--- config.mk ---
export PLATFORM = sky130hd
export DESIGN_NAME = battery_power_state_supervisor
export DESIGN_NICKNAME = d
export VERILOG_FILES = /design/src/hw/rtl/bpss_pkg.sv /design/src/hw/rtl/battery_power_state_supervisor.sv /design/src/hw/rtl/bpss_led.sv
export SDC_FILE = /design/constraint.sdc
export NUM_CORES = 1
export LEC_CHECK = 0
export BUFFER_PORTS_ARGS = -buffer_cell sky130_fd_sc_hd__buf_2
export CAP_MARGIN = 20
export CORE_MARGIN = 4
export CORE_UTILIZATION = 34
export CTS_BUF_LIST = sky130_fd_sc_hd__clkbuf_16
export CTS_CLUSTER_SIZE = 28
export DETAILED_ROUTE_END_ITERATION = 6
export GPL_TIMING_DRIVEN = 0
export MAX_ROUTING_LAYER = met4
export PLACE_DENSITY_LB_ADDON = 0.15
export RECOVER_POWER = 100
export SLEW_MARGIN = 10
export SYNTH_ARGS = -nofsm -noshare
export SYNTH_HDL_FRONTEND = slang
export SYNTH_SLANG_ARGS = --single-unit
--- constraint.sdc ---
create_clock -name clk -period 13.5 [get_ports clk]
set_input_delay 0.675 -clock clk [delete_from_list [all_inputs] [get_ports clk]]
set_output_delay 0.675 -clock clk [all_outputs]
set_load 0.1 [all_outputs]
--- src/hw/rtl/bpss_pkg.sv ---
// Package for the battery power-state supervisor.
// Holds item structs, state and mode codes, register indexes and the level table.
// No dependencies.
package bpss_pkg;

	localparam int MV_W    = 13;
	localparam int MS_W    = 32;
	localparam int CYC_W   = 16;
	localparam int CFG_W   = 32;
	localparam int CFG_IDX_W = 3;
	localparam int TABLE_N = 16;
	localparam int TABLE_W = 4;

	typedef enum logic [1:0] {
		ST_CHARGED  = 2'd0,
		ST_CHARGING = 2'd1,
		ST_LOWPOWER = 2'd2,
		ST_BATTERY  = 2'd3
	} power_state_t;

	typedef enum logic [1:0] {
		MODE_100 = 2'd0,
		MODE_500 = 2'd1,
		MODE_MAX = 2'd2
	} charge_mode_t;

	typedef enum logic [CFG_IDX_W-1:0] {
		REG_LOW_MV    = 3'd0,
		REG_CRIT_MV   = 3'd1,
		REG_LOW_TO    = 3'd2,
		REG_CRIT_TO   = 3'd3,
		REG_IDLE_TO   = 3'd4,
		REG_CYC_FAST  = 3'd5,
		REG_CYC_SLOW  = 3'd6,
		REG_AUTO_OFF  = 3'd7
	} cfg_reg_t;

	localparam logic [MV_W-1:0]  RST_LOW_MV   = 13'd3200;
	localparam logic [MV_W-1:0]  RST_CRIT_MV  = 13'd3000;
	localparam logic [MS_W-1:0]  RST_LOW_TO   = 32'd5000;
	localparam logic [MS_W-1:0]  RST_CRIT_TO  = 32'd5000;
	localparam logic [MS_W-1:0]  RST_IDLE_TO  = 32'd300000;
	localparam logic [CYC_W-1:0] RST_CYC_FAST = 16'd500;
	localparam logic [CYC_W-1:0] RST_CYC_SLOW = 16'd1000;
	localparam logic [MV_W-1:0]  RST_MIN_MV   = 13'd6000;

	typedef struct packed {
		logic [MS_W-1:0] now_ms;
		logic [MV_W-1:0] battery_mv;
		logic            charging_active;
		logic            power_good;
		logic            wall_adapter;
		logic [MS_W-1:0] idle_ms;
	} tick_t;

	typedef struct packed {
		logic [1:0]       power_state;
		logic             state_changed;
		logic [1:0]       charge_mode;
		logic             enable_one;
		logic             enable_two;
		logic             may_fly;
		logic             radio_restart;
		logic             system_off;
		logic [CYC_W-1:0] led_on_ms;
		logic [CYC_W-1:0] led_off_ms;
		logic [MV_W-1:0]  min_mv;
		logic [MV_W-1:0]  max_mv;
	} status_t;

	typedef struct packed {
		logic [CYC_W-1:0] fast_period;
		logic [CYC_W-1:0] slow_period;
		logic [CYC_W-1:0] fast_step;
		logic [CYC_W-1:0] slow_step;
		logic             use_fast;
	} led_cfg_t;

	function automatic logic [MV_W-1:0] level_mv(input logic [TABLE_W-1:0] idx);
		logic [MV_W-1:0] mv;
		unique case (idx)
			4'd0:    mv = 13'd3000;
			4'd1:    mv = 13'd3780;
			4'd2:    mv = 13'd3830;
			4'd3:    mv = 13'd3870;
			4'd4:    mv = 13'd3890;
			4'd5:    mv = 13'd3920;
			4'd6:    mv = 13'd3960;
			4'd7:    mv = 13'd4000;
			4'd8:    mv = 13'd4040;
			default: mv = 13'd4100;
		endcase
		return mv;
	endfunction

endpackage

--- src/hw/rtl/battery_power_state_supervisor.sv ---
// Top level of the battery power-state supervisor.
// Depends on bpss_pkg and bpss_led.
//
// Usage: each item on the tick channel is one poll tick (time, battery voltage,
// charger pins, adapter flag, command idle time). Each tick yields exactly one
// item on the status channel: power state, change flag, charge mode and enables,
// flight flag, radio restart pulse, latched system-off, LED times and the
// voltage extremes. Both channels use valid/stall; an item moves on an edge with
// valid high and stall low.
// A tick passes the input register, then the result register, before it is
// presented on the status channel. Throughput is one tick per cycle while
// status_stall is low; the state update is a single short pass between the
// two registers. When status_stall holds a full result register, it keeps its
// item, the input register takes one more tick if empty, and tick_stall rises.
// Reset: all configuration registers take their default values, the state is
// battery, charge mode 500 mA, flight allowed, shutdown latch clear, minimum
// 6000 mV, maximum 0. The configuration port is a write-only register file
// indexed in list order; the LED step (period / LEVEL_STEPS) is derived as the
// period is written.
module battery_power_state_supervisor #(
	parameter int LEVEL_STEPS = 10
) (
	input  logic                            clk,
	input  logic                            arst_n,
	input  logic                            tick_valid,
	output logic                            tick_stall,
	input  bpss_pkg::tick_t                 tick,
	output logic                            status_valid,
	input  logic                            status_stall,
	output bpss_pkg::status_t               status,
	input  logic                            cfg_we,
	input  logic [bpss_pkg::CFG_IDX_W-1:0]  cfg_index,
	input  logic [bpss_pkg::CFG_W-1:0]      cfg_data
);

	localparam int CYC_W   = bpss_pkg::CYC_W;
	localparam int RECIP_SH = CYC_W + 5;
	localparam int RECIP_W  = RECIP_SH + 1;
	localparam logic [RECIP_W-1:0] RECIP_M =
		RECIP_W'((2 ** RECIP_SH + LEVEL_STEPS - 1) / LEVEL_STEPS);
	localparam logic [CYC_W-1:0] RST_FAST_STEP =
		CYC_W'(int'(bpss_pkg::RST_CYC_FAST) / LEVEL_STEPS);
	localparam logic [CYC_W-1:0] RST_SLOW_STEP =
		CYC_W'(int'(bpss_pkg::RST_CYC_SLOW) / LEVEL_STEPS);

	// configuration
	logic [bpss_pkg::MV_W-1:0] low_mv_q, crit_mv_q;
	logic [bpss_pkg::MS_W-1:0] low_to_q, crit_to_q, idle_to_q;
	logic [CYC_W-1:0]          cyc_fast_q, cyc_slow_q, fast_step_q, slow_step_q;
	logic                      auto_off_q;

	logic [CYC_W+RECIP_W-1:0]  recip_prod;
	logic [CYC_W-1:0]          step_new;

	assign recip_prod = cfg_data[CYC_W-1:0] * RECIP_M;
	assign step_new   = recip_prod[RECIP_SH +: CYC_W];

	always_ff @(posedge clk or negedge arst_n) begin
		if (!arst_n) begin
			low_mv_q    <= bpss_pkg::RST_LOW_MV;
			crit_mv_q   <= bpss_pkg::RST_CRIT_MV;
			low_to_q    <= bpss_pkg::RST_LOW_TO;
			crit_to_q   <= bpss_pkg::RST_CRIT_TO;
			idle_to_q   <= bpss_pkg::RST_IDLE_TO;
			cyc_fast_q  <= bpss_pkg::RST_CYC_FAST;
			cyc_slow_q  <= bpss_pkg::RST_CYC_SLOW;
			fast_step_q <= RST_FAST_STEP;
			slow_step_q <= RST_SLOW_STEP;
			auto_off_q  <= 1'b1;
		end else if (cfg_we) begin
			unique case (bpss_pkg::cfg_reg_t'(cfg_index))
				bpss_pkg::REG_LOW_MV:   low_mv_q  <= cfg_data[bpss_pkg::MV_W-1:0];
				bpss_pkg::REG_CRIT_MV:  crit_mv_q <= cfg_data[bpss_pkg::MV_W-1:0];
				bpss_pkg::REG_LOW_TO:   low_to_q  <= cfg_data;
				bpss_pkg::REG_CRIT_TO:  crit_to_q <= cfg_data;
				bpss_pkg::REG_IDLE_TO:  idle_to_q <= cfg_data;
				bpss_pkg::REG_CYC_FAST: begin
					cyc_fast_q  <= cfg_data[CYC_W-1:0];
					fast_step_q <= step_new;
				end
				bpss_pkg::REG_CYC_SLOW: begin
					cyc_slow_q  <= cfg_data[CYC_W-1:0];
					slow_step_q <= step_new;
				end
				bpss_pkg::REG_AUTO_OFF: auto_off_q <= cfg_data[0];
				default: ;
			endcase
		end
	end

	// handshake
	logic            valid_s1;
	bpss_pkg::tick_t tick_s1;
	logic            valid_s2;
	bpss_pkg::status_t status_s2;
	logic            advance;

	assign advance    = valid_s1 && (!valid_s2 || !status_stall);
	assign tick_stall = valid_s1 && !advance;

	always_ff @(posedge clk or negedge arst_n) begin
		if (!arst_n) begin
			valid_s1 <= 1'b0;
		end else if (!tick_stall) begin
			valid_s1 <= tick_valid;
		end
	end

	always_ff @(posedge clk) begin
		if (!tick_stall && tick_valid) begin
			tick_s1 <= tick;
		end
	end

	// supervisor state
	bpss_pkg::power_state_t     prev_q, state_n;
	bpss_pkg::charge_mode_t     mode_q, mode_n;
	logic [bpss_pkg::MS_W-1:0]  low_stamp_q, crit_stamp_q, low_stamp_n, crit_stamp_n;
	logic [bpss_pkg::MV_W-1:0]  min_q, max_q, min_n, max_n;
	logic                       fly_q, fly_n, off_q, off_n;
	logic                       changed, restart;
	logic [bpss_pkg::MS_W-1:0]  low_elapsed, crit_elapsed;
	logic [CYC_W-1:0]           led_on, led_off;
	bpss_pkg::led_cfg_t         led_cfg;
	bpss_pkg::status_t          status_n;

	always_comb begin
		max_n = (tick_s1.battery_mv > max_q) ? tick_s1.battery_mv : max_q;
		min_n = (tick_s1.battery_mv < min_q) ? tick_s1.battery_mv : min_q;
		low_stamp_n  = (tick_s1.battery_mv > low_mv_q)  ? tick_s1.now_ms : low_stamp_q;
		crit_stamp_n = (tick_s1.battery_mv > crit_mv_q) ? tick_s1.now_ms : crit_stamp_q;
		low_elapsed  = tick_s1.now_ms - low_stamp_n;
		crit_elapsed = tick_s1.now_ms - crit_stamp_n;

		priority if (tick_s1.power_good && !tick_s1.charging_active) begin
			state_n = bpss_pkg::ST_CHARGED;
		end else if (tick_s1.power_good) begin
			state_n = bpss_pkg::ST_CHARGING;
		end else if (!tick_s1.charging_active && low_elapsed > low_to_q) begin
			state_n = bpss_pkg::ST_LOWPOWER;
		end else begin
			state_n = bpss_pkg::ST_BATTERY;
		end

		changed = (state_n != prev_q);
		mode_n  = mode_q;
		fly_n   = fly_q;
		restart = 1'b0;
		if (changed) begin
			unique case (state_n)
				bpss_pkg::ST_CHARGED: fly_n = 1'b0;
				bpss_pkg::ST_CHARGING: begin
					mode_n  = tick_s1.wall_adapter ? bpss_pkg::MODE_MAX : bpss_pkg::MODE_500;
					fly_n   = 1'b0;
					restart = 1'b1;
				end
				bpss_pkg::ST_LOWPOWER: fly_n = 1'b1;
				default: begin
					fly_n   = 1'b1;
					restart = 1'b1;
				end
			endcase
		end

		off_n = off_q;
		if (state_n == bpss_pkg::ST_LOWPOWER && crit_elapsed > crit_to_q && auto_off_q) begin
			off_n = 1'b1;
		end
		if (state_n == bpss_pkg::ST_BATTERY && tick_s1.idle_ms > idle_to_q && auto_off_q) begin
			off_n = 1'b1;
		end

		led_cfg.fast_period = cyc_fast_q;
		led_cfg.slow_period = cyc_slow_q;
		led_cfg.fast_step   = fast_step_q;
		led_cfg.slow_step   = slow_step_q;
		led_cfg.use_fast    = (mode_n == bpss_pkg::MODE_MAX);

		status_n.power_state   = state_n;
		status_n.state_changed = changed;
		status_n.charge_mode   = mode_n;
		status_n.enable_one    = (mode_n == bpss_pkg::MODE_500);
		status_n.enable_two    = (mode_n == bpss_pkg::MODE_MAX);
		status_n.may_fly       = fly_n;
		status_n.radio_restart = restart;
		status_n.system_off    = off_n;
		status_n.led_on_ms     = (state_n == bpss_pkg::ST_CHARGING) ? led_on : '0;
		status_n.led_off_ms    = (state_n == bpss_pkg::ST_CHARGING) ? led_off : '0;
		status_n.min_mv        = min_n;
		status_n.max_mv        = max_n;
	end

	bpss_led #(
		.LEVEL_STEPS(LEVEL_STEPS)
	) u_led (
		.battery_mv(tick_s1.battery_mv),
		.led_cfg   (led_cfg),
		.led_on_ms (led_on),
		.led_off_ms(led_off)
	);

	always_ff @(posedge clk or negedge arst_n) begin
		if (!arst_n) begin
			prev_q       <= bpss_pkg::ST_BATTERY;
			mode_q       <= bpss_pkg::MODE_500;
			low_stamp_q  <= '0;
			crit_stamp_q <= '0;
			min_q        <= bpss_pkg::RST_MIN_MV;
			max_q        <= '0;
			fly_q        <= 1'b1;
			off_q        <= 1'b0;
		end else if (advance) begin
			prev_q       <= state_n;
			mode_q       <= mode_n;
			low_stamp_q  <= low_stamp_n;
			crit_stamp_q <= crit_stamp_n;
			min_q        <= min_n;
			max_q        <= max_n;
			fly_q        <= fly_n;
			off_q        <= off_n;
		end
	end

	// result register
	always_ff @(posedge clk or negedge arst_n) begin
		if (!arst_n) begin
			valid_s2 <= 1'b0;
		end else if (advance) begin
			valid_s2 <= 1'b1;
		end else if (!status_stall) begin
			valid_s2 <= 1'b0;
		end
	end

	always_ff @(posedge clk) begin
		if (advance) begin
			status_s2 <= status_n;
		end
	end

	assign status_valid = valid_s2;
	assign status       = status_s2;

endmodule

--- src/hw/rtl/bpss_led.sv ---
// LED on/off time from the charge level of the battery voltage.
// Depends on bpss_pkg for the level table and the led_cfg_t bundle.
module bpss_led #(
	parameter int LEVEL_STEPS = 10
) (
	input  logic [bpss_pkg::MV_W-1:0]  battery_mv,
	input  bpss_pkg::led_cfg_t         led_cfg,
	output logic [bpss_pkg::CYC_W-1:0] led_on_ms,
	output logic [bpss_pkg::CYC_W-1:0] led_off_ms
);

	localparam int LEVEL_W = $clog2(LEVEL_STEPS);

	logic [LEVEL_W-1:0]              level;
	logic [bpss_pkg::CYC_W-1:0]      period;
	logic [bpss_pkg::CYC_W-1:0]      step;
	logic [bpss_pkg::CYC_W+LEVEL_W-1:0] prod;

	always_comb begin
		level = '0;
		for (int j = 0; j < LEVEL_STEPS - 1; j++) begin
			if (battery_mv > bpss_pkg::level_mv(bpss_pkg::TABLE_W'(j))) begin
				level = level + LEVEL_W'(1);
			end
		end
	end

	assign period     = led_cfg.use_fast ? led_cfg.fast_period : led_cfg.slow_period;
	assign step       = led_cfg.use_fast ? led_cfg.fast_step : led_cfg.slow_step;
	assign prod       = level * step;
	assign led_on_ms  = prod[bpss_pkg::CYC_W-1:0];
	assign led_off_ms = period - led_on_ms;

endmodule
==> Word level (Yosys, flattened, before mapping) <==
Index checks and enable logic that the tools add are counted.
{ "word_totals": {"latch_bits": 0, "output_inout_bits": 70, "n_memories": 0, "in_bits": 120, "ram_bits": 0, "romBits": 0, "ff_bits": 427} }
{ "op_classes": {"div": 0, "magnitude_cmp": 16, "n_mux": 28, "eq_ne": 14, "reduce_logical": 27, "shift": 0, "bitwise": 0, "addsub": 11, "n_mul": 2} }
{ "op_table": {"columns": ["op", "count"], "rows": [
  ["$gt A13 B12 Y1 const B", 9],
  ["$gt A32 B32 Y1", 3],
  ["$mux W32", 2],
  ["$sub A32 B32 Y32", 2],
  ["$gt A13 B13 Y1", 3],
  ["$mux W13", 3],
  ["$mul A16 B16 Y32 const B", 1],
  ["$mux W4", 8],
  ["$add A4 B1 Y4 const B", 7],
  ["$mul A4 B16 Y16", 1],
  ["$mux W16", 1],
  ["$reduce_and A2 Y1", 8],
  ["$sub A16 B16 Y16", 1],
  ["$lt A13 B13 Y1", 1],
  ["$eq A3 B3 Y1 const B", 4],
  ["$mux W2", 5],
  ["$logic_and A1 B1 Y1", 9],
  ["$mux W1", 9],
  ["$eq A2 B2 Y1 const B", 3],
  ["$eq A3 B2 Y1 const B", 2],
  ["$logic_not A1 Y1", 5],
  ["$eq A2 B1 Y1 const B", 2],
  ["$reduce_or A2 Y1", 2],
  ["$eq A3 B1 Y1 const B", 1],
  ["6 further kinds", 6]
]} }

==> Logic depth before layout (Yosys ltp) <==
Gate-level depths: netlist (run 1).
{ "depth": {"depth_word": 20, "mapped_depth": 55, "depth_no_buf": 53} }

==> Modules after synthesis <==
Synthesis (run 1) repeated with hierarchy kept, for this count alone.
{ "hier_totals": {"hier_cells": 2990, "hier_area_um2": 30971.0} }
{ "by_module_without_submodules": {"columns": ["mod", "area_each_um2", "cells_per_inst", "seq_area_each_um2", "n_inst"], "rows": [
  ["battery_power_state_supervisor", 27341.2, 2519, 11498.5, 1],
  ["bpss_led", 3629.7, 471, 0.0, 1]
]} }

==> Worst setup path before layout (run 1) <==
OpenSTA, ideal clock, no wires.
{ "synth_timing": {"path_kind": "register to register", "start": "reg tick_s1[36] in the netlist's numbering", "end": "reg status_s2, in the netlist status[41], data pin", "stages_incl_launch_ff": 51, "t_arrival_ns": 10.054, "setup_time_ns": 0.266, "required_time_ns": 13.234, "period_less_slack_ns": 10.320, "path_buffers": 2, "path_slack_ns": 3.180, "cell_sequence": "edfxtp_1 > clkbuf_1 > or3_1 > o41ai_1 > inv_1 > ha_1 > inv_1 > a22oi_1 > and2_1 > ha_1 > inv_1 > a211oi_1 > a31oi_1 > inv_1 > ha_1 > nor2_1 > a21oi_1 > ha_1 > [15 not listed] > fa_1 > inv_1 > ha_1 > a21oi_1 > o21bai_1 > a21oi_1 > nor2b_1 > o21a_1 > o31a_1 > o41ai_1 > xor2_1 > ha_1 > nand4_1 > nand4b_1 > a21oi_1 > xor2_1 > xnor2_1 > nor2_1"} }
{ "synth_between": {"elab_chain_len": 20} }
{ "synth_lines": {"columns": ["item", "line", "text"], "rows": [
  ["start: declaration", "battery_power_state_supervisor.sv:93", "bpss_pkg::tick_t tick_s1;"],
  ["start signal: assignment", "battery_power_state_supervisor.sv:111", "tick_s1 <= tick;"],
  ["$gt A13 B12 Y1", "bpss_led.sv:22", "if (battery_mv > bpss_pkg::level_mv(bpss_pkg::TABLE_W'(j))) begin"],
  ["$mux W1", "bpss_led.sv:22", null],
  ["$add A1 B1 Y2", "bpss_led.sv:23", "level = level + LEVEL_W'(1);"],
  ["$mux W4", "bpss_led.sv:22", null],
  ["$add A4 B1 Y4", "bpss_led.sv:23", null],
  ["$mux W4", "bpss_led.sv:22", null],
  ["$add A4 B1 Y4", "bpss_led.sv:23", null],
  ["$mux W4", "bpss_led.sv:22", null],
  ["[4 not listed]", null, null],
  ["$add A4 B1 Y4", "bpss_led.sv:23", null],
  ["$mux W4", "bpss_led.sv:22", null],
  ["$add A4 B1 Y4", "bpss_led.sv:23", null],
  ["$mux W4", "bpss_led.sv:22", null],
  ["$add A4 B1 Y4", "bpss_led.sv:23", null],
  ["$mux W4", "bpss_led.sv:22", null],
  ["$mul A4 B16 Y16", "bpss_led.sv:30", "assign prod = level * step;"],
  ["$sub A16 B16 Y16", "bpss_led.sv:32", "assign led_off_ms = period - led_on_ms;"],
  ["end signal: assignment", "battery_power_state_supervisor.sv:237", "status_s2 <= status_n;"],
  ["end: declaration", "battery_power_state_supervisor.sv:95", "bpss_pkg::status_t status_s2;"]
]} }
Parallel ways exist; a longest one is shown, timed or not.
A chain may end at the register's enable or synchronous reset.

==> Worst setup path in the final report (run 1) <==
Ends and elaborated chain as after synthesis.

==> results.sh, run 1 <==
export IMPL_drive_gt1_frac=0.131
export IMPL_fin_ws_ps=993
export IMPL_hold_path_endpoint="tick_s1[52]$_DFFE_PP_"
export IMPL_drt_initial_drc_count=1004
export IMPL_fillers=9034
export IMPL_leakagePower_nw=15.7
export IMPL_fin_crit_ps=12510
export IMPL_initial_core_util=0.343
export IMPL_worstPathArrival_ps=12840
export IMPL_post_route_period_util=0.926
export IMPL_crit_family="adder cells"
export IMPL_root_buffer="clkbuf_16"
export IMPL_critPathBufInv=8
export IMPL_p_sw_frac=0.457
export IMPL_synthCells=2944
export IMPL_hold_violations=0
export IMPL_final_setup_viol_count=0
export IMPL_p_int_mw=4.86
export IMPL_required_ps=13830
export IMPL_cts_tree="yes"
export IMPL_clk_pin_slew_worst_paths_ps=60
export IMPL_place_ws_ps=988
export IMPL_globalRouteTotalUtil=0.177
export IMPL_combPwrFrac=0.621
export IMPL_antenna_found_initial=3
export IMPL_synthesis_nets=3546
export IMPL_grt_pass1_vias=21600
export IMPL_netlist_top_cells_area="dfrtp_1, ha_1, edfxtp_1, fa_1, mux2_2"
export IMPL_yosysTopAreaCell="dfrtp_1"
export IMPL_drc_errors=0
export IMPL_vias=21600
export IMPL_hold_start="tick[52]"
export IMPL_avgSynthCellArea_um2=10.3
export IMPL_synth_edf_count=148
export IMPL_regToRegEndpoint="status[41]$_SDFFCE_PP0P_"
export IMPL_pwr_share_seq=0.220
export IMPL_dieWidth_um=307
export IMPL_nets=3795
export IMPL_max_stage_delay_ps=660
export IMPL_synth_warnings=0
export IMPL_viasPerCell=4.90
export IMPL_ys_flop_type="dfrtp_1"
export IMPL_final_max_slew_viol_count=457
export IMPL_slowest_stage="o41ai_1"
export IMPL_ir_drop_uv=109
export IMPL_synthToLayoutAreaGrowth_pct=13.2
export IMPL_wl_per_cell_um=18.5
export IMPL_ys_seq_elements=427
export IMPL_dr_pass1_iters=5
export IMPL_cts_buffers=54
export IMPL_start_kind="flop"
export IMPL_max_freq_mhz=80.0
export IMPL_hold_path_class="input port to flop"
export IMPL_core_area_um2=88600
export IMPL_hold_depth=1
export IMPL_status="finished, violations left"
export IMPL_io_buffer_count=186
export IMPL_drv_cap=11
export IMPL_violations="max-capacitance violations, max-slew violations"
export IMPL_gp_congestion=0.806
export IMPL_ys_async_sr_fraction=0.653
export IMPL_crit_fanout=10
export IMPL_worst_r2r_setup_slack_ps=990
export IMPL_synth_cell_types=80
export IMPL_post_cts_resized=0
export IMPL_clock_path_buffers=3
export IMPL_crit_type="flop to flop"
export IMPL_fin_skew_ps=17.6
export IMPL_yosysTopAreaCellShare=0.182
export IMPL_grt_overflow_total=0
export IMPL_syn_area_um2=30400
export IMPL_pin_count=190
export IMPL_endpoint_kind="flop"
export IMPL_rr_worst_depth=50
export IMPL_wirelength_um=81600
export IMPL_ys_seq_area_frac=0.378
export IMPL_crit_top_cell="ha_1"
export IMPL_grt_max_degree=103
export IMPL_cts_sinks=427
export IMPL_final_cell_mix="inv_1, ha_1, o21ai_0"
export IMPL_rsz0062_at_grt="false"
export IMPL_dieArea_um2=94300
export IMPL_power_density_nw_per_um2=260
export IMPL_r2r_start="tick_s1[36]$_DFFE_PP_"
export IMPL_total_power_mw=8.94
export IMPL_die_h_um=307
export IMPL_slew_headroom=-2.67
export IMPL_clk_latency_ps=600
export IMPL_htreeDepth=2
export IMPL_switching_power_mw=4.08
export IMPL_finalSetupTns_ps=0
export IMPL_grt_first_pass_wirelength_um=126000
export IMPL_num_rows=109
export IMPL_whs_ps=248
export IMPL_postRouteAntennaNets=0
export IMPL_clock_power_share=0.159
export IMPL_dp_hpwl_um=62600
export IMPL_tightestPinTransition_ps=5500
export IMPL_layout_commonest_cell="inv_1"
[cell families after synthesis]
kind of cell / count (synthesis) / synth area share
and+or+nand+nor: 619 / 0.0984
adders and majority gates: 483 / 0.224
buffers and inverters: 464 / 0.0574
xor gates and xnor gates: 118 / 0.0358
DFF: 427 / 0.378
AOI/OAI and AO/OA: 596 / 0.121
muxes: 237 / 0.0847
[sequential cells by signal (all words and copies together) (netlist names), 2 cells and up]
name          flops
cyc_slow_q       16
low_to_q         32
status           68
crit_stamp_q     32
mode_q            2
low_mv_q         13
low_stamp_q      32
prev_q            2
max_q            13
idle_to_q        32
fast_step_q      13
slow_step_q      13
tick_s1          80
min_q            13
crit_mv_q        13
crit_to_q        32
cyc_fast_q       16
[routing by layer]
layer	vias up	share of wire	global-route usage
met5	-	0	-
met4	0	0.021	0.0392
met3	108	0.034	0.0208
met2	337	0.48	0.293
met1	10400	0.47	0.234
li1	10700	-	-
[what timing repair did]
item,4_1_cts,5_1_grt
hold endpoints to repair,9,0
hold buffers,1,0
setup buffers,0,0
endpoints found under the setup margin,0,0
[per-stage QoR]
step / area, µm² / instances / utilization
after floorplan: 30400 / 2944 / -
after global placement: 32800 / 4295 / 0.370
after detailed placement: 33000 / 4301 / 0.372
after CTS: 34700 / 4402 / 0.392
after global routing: 34500 / 4404 / 0.389
final: 34500 / 4405 / 0.389
[synthesized netlist by cell type, types with 44 or more instances]
cell type / n
ha_1: 377
o21ai_0: 220
xor2_1: 44
nand4_1: 47
inv_1: 377
xnor2_1: 70
a21o_1: 88
nor2_1: 142
nand2_1: 221
dfrtp_1: 221
dfstp_2: 58
fa_1: 105
clkbuf_1: 76
mux2i_1: 72
edfxtp_1: 148
a21oi_1: 125
mux2_2: 165
[cell type report]
type,count,area [µm²],share of cell area
inverter,377,1420,0.0411
buffer,87,332,0.00962
sequential,427,11500,0.334
multi-input combinational,2053,17200,0.498
tap,1165,1460,0.0423
timing repair buffer,193,850,0.0247
antenna,3,7.51,0.000218
clock inverter,45,347,0.0101
clock buffer,55,1380,0.0399
[power by group through the flow]
stage	Sequential (mW)	Clock (mW)	Combinational [mW]
4_1_cts	1.96	1.47	5.68
5_1_grt	2.01	1.53	6.31
2_1_floorplan	2.43	0	3.90
3_3_place_gp	1.98	0	5.63
6_report	1.97	1.42	5.56
3_5_place_dp	1.99	0	5.63
[worst max-delay path by stage]
stage / start / to / slack [ps] / cells after the start
after global routing: tick_s1[40]$_DFFE_PP_ / status[41]$_SDFFCE_PP0P_ / 140 / 49
after CTS: tick_s1[36]$_DFFE_PP_ / status[41]$_SDFFCE_PP0P_ / 940 / 49
after detailed placement: tick_s1[36]$_DFFE_PP_ / status[41]$_SDFFCE_PP0P_ / 990 / 49
after global placement: tick_s1[37]$_DFFE_PP_ / status[41]$_SDFFCE_PP0P_ / 1040 / 50
final: tick_s1[36]$_DFFE_PP_ / status[41]$_SDFFCE_PP0P_ / 990 / 50
after floorplan: tick_s1[36]$_DFFE_PP_ / status[41]$_SDFFCE_PP0P_ / 3180 / 50
No activity file was read; power rests on OpenSTA's default activity.
==> inputs of run 2 (changes only) <==
Settings changed: CORE_ASPECT_RATIO set to 0.6, GPL_TIMING_DRIVEN 0 to not set.
==> run 2 against run 1 <==
  * The flow still finishes with violations (max-capacitance violations, max-slew violations)
  * Critical path depth down 2
  * Global-route usage increased by 1.1 points
  * Clock-buffer cell count down 5
  * Cell count shrank 1.7%
  * First-iteration DRC count grew 58%
  * Maximum frequency grew 0.78%
  * Clock power shrank 4%
  * Highest routed layer unchanged
  * Via count is 2.3% higher
  * Routed wire length rose by 5.5%
  * Sequential power about the same
  * Combinational power is 3% higher
  * Critical path type unchanged
==> results.sh, run 2 (synthesized netlist as in run 1, its figures left out) <==
export IMPL_grt_overflow_total=0
export IMPL_fin_crit_ps=12410
export IMPL_root_buffer="clkbuf_16"
export IMPL_synthToLayoutAreaGrowth_pct=12.3
export IMPL_finalSetupTns_ps=0
export IMPL_postCtsSetupRepairBufs=0
export IMPL_clk_pin_slew_worst_paths_ps=70
export IMPL_dr_max_layer_used="met4"
export IMPL_placed_area_um2=32800
export IMPL_regMostFlops="tick_s1"
export IMPL_slowest_stage="edfxtp_1"
export IMPL_clock_path_buffers=3
export IMPL_globalRouteTotalUtil=0.187
export IMPL_r2r_start="tick_s1[36]$_DFFE_PP_"
export IMPL_hold_start="tick[7]"
export IMPL_violations="max-capacitance violations, max-slew violations"
export IMPL_nets=3726
export IMPL_place_ws_ps=1200
export IMPL_design_area_um2=34200
export IMPL_max_freq_mhz=80.6
export IMPL_wl_met3_um=4400
export IMPL_utilization=0.387
export IMPL_route_met2_wl_um=32600
export IMPL_dp_cells=4232
export IMPL_num_rows=84
export IMPL_fin_cells=4328
export IMPL_cts_buffers=49
export IMPL_clk_latency_ps=630
export IMPL_postRouteAntennaNets=0
export IMPL_layout_commonest_cell="inv_1"
export IMPL_cp_startpoint="tick_s1[36]$_DFFE_PP_"
export IMPL_final_cell_mix="inv_1, ha_1, o21ai_0"
export IMPL_dieWidth_um=394
export IMPL_post_cts_resized=0
export IMPL_vias=22100
export IMPL_grt_first_pass_wirelength_um=134000
export IMPL_status="finished, violations left"
export IMPL_crit_top_cell="ha_1"
export IMPL_die_h_um=240
export IMPL_wirelength_um=86000
export IMPL_drt_met1_wl_um=47800
export IMPL_core_area_um2=88200
export IMPL_fillers=8705
export IMPL_grt_max_degree=91
export IMPL_ir_drop_uv=211
export IMPL_antenna_found_initial=7
export IMPL_final_max_slew_viol_count=872
export IMPL_power_density_nw_per_um2=266
export IMPL_cts_sinks=427
export IMPL_fin_ws_ps=1090
export IMPL_dp_hpwl_um=65300
export IMPL_slew_headroom=-2.59
export IMPL_grt_pass1_vias=21900
export IMPL_drc_errors=0
export IMPL_htreeDepth=2
export IMPL_io_buffer_count=189
export IMPL_initial_core_util=0.345
export IMPL_dieArea_um2=94500
export IMPL_rsz0062_at_grt="false"
export IMPL_largest_reg_flops=80
export IMPL_total_power_mw=9.07
export IMPL_max_stage_delay_ps=680
export IMPL_viasPerCell=5.10
export IMPL_hold_violations=0
export IMPL_gp_congestion=0.895
export IMPL_drt_initial_drc_count=1586
export IMPL_final_setup_viol_count=0
export IMPL_post_route_period_util=0.919
export IMPL_dr_pass1_iters=7
export IMPL_pin_count=190
export IMPL_drive_gt1_frac=0.136
export IMPL_hold_path_class="input port to flop"
export IMPL_required_ps=13850
export IMPL_endpoint_kind="flop"
export IMPL_leakagePower_nw=15.6
export IMPL_whs_ps=216
export IMPL_holdBufCountCts=0
export IMPL_cts_tree="yes"
export IMPL_fin_skew_ps=26.1
export IMPL_drv_cap=18
export IMPL_start_kind="flop"
export IMPL_tightestPinTransition_ps=5380
export IMPL_worstPathArrival_ps=12760
export IMPL_wl_per_cell_um=19.9
export IMPL_crit_fanout=16
export IMPL_crit_type="flop to flop"
==> run 2: cell types whose count changed in the layout (fill, tap and decap cells not counted), moves of 4 or more <==
cell | previous run | this run
clkbuf_16 | 55 | 50
clkbuf_1 | 177 | 109
buf_4 | 0 | 4
clkinv_1 | 14 | 7
==> run 2: worst max-delay path: cells and delay by family (launching register included) <==
family / cells / cell delay [ps]
xor gates and xnor gates: 3 / 590
muxes: 1 / 280
and+or+nand+nor: 9 / 1480
adders and majority gates: 11 / 3670
DFF: 1 / 680
buffers and inverters: 7 / 1160
AOI/OAI and AO/OA: 17 / 4240
==> run 2: path summary, 6_finish.rpt <==
| kind | endpoint | slack, ps | cells past startpoint |
|---|---|---|---|
| min in group asynchronous | max_q[6]$_DFFE_PN0P_ | 2010 | 1 |
| max reg2reg | status[41]$_SDFFCE_PP0P_ | 1090 | 48 |
| min reg2reg | cyc_slow_q[14]$_DFFE_PN0P_ | 480 | 2 |
| max in group asynchronous | mode_q[1]$_DFFE_PN0P_ | 5930 | 2 |
| min | tick_s1[7]$_DFFE_PP_ | 220 | 1 |
| max | status[41]$_SDFFCE_PP0P_ | 1090 | 48 |
==> run 2: power breakdown <==
group          total [mW]  internal (mW)  switching, mW  leakage (nW)
combinational        5.73           2.26           3.47          10.1
clock                1.36          0.758          0.600         0.824
sequential           1.99           1.80          0.189          4.71
total                9.07           4.82           4.26          15.6
==> run 2: routing by layer <==
layer  GRT usage  vias up
li1            -    10600
met1       0.302    10900
met2       0.244      481
met3      0.0283       81
met4      0.0287        0
met5           -        -
==> run 2: final cells by class <==
cell class                      instances  area [µm²]  share of cell area
Antenna cell                            2        5.00            0.000147
Clock buffer                           50        1250              0.0366
Clock inverter                         42         354              0.0104
Inverter                              377        1420              0.0415
Multi-Input combinational cell       2053       17200               0.504
Sequential cell                       427       11500               0.337
Tap cell                             1161        1450              0.0425
Timing Repair Buffer                  216         957              0.0280
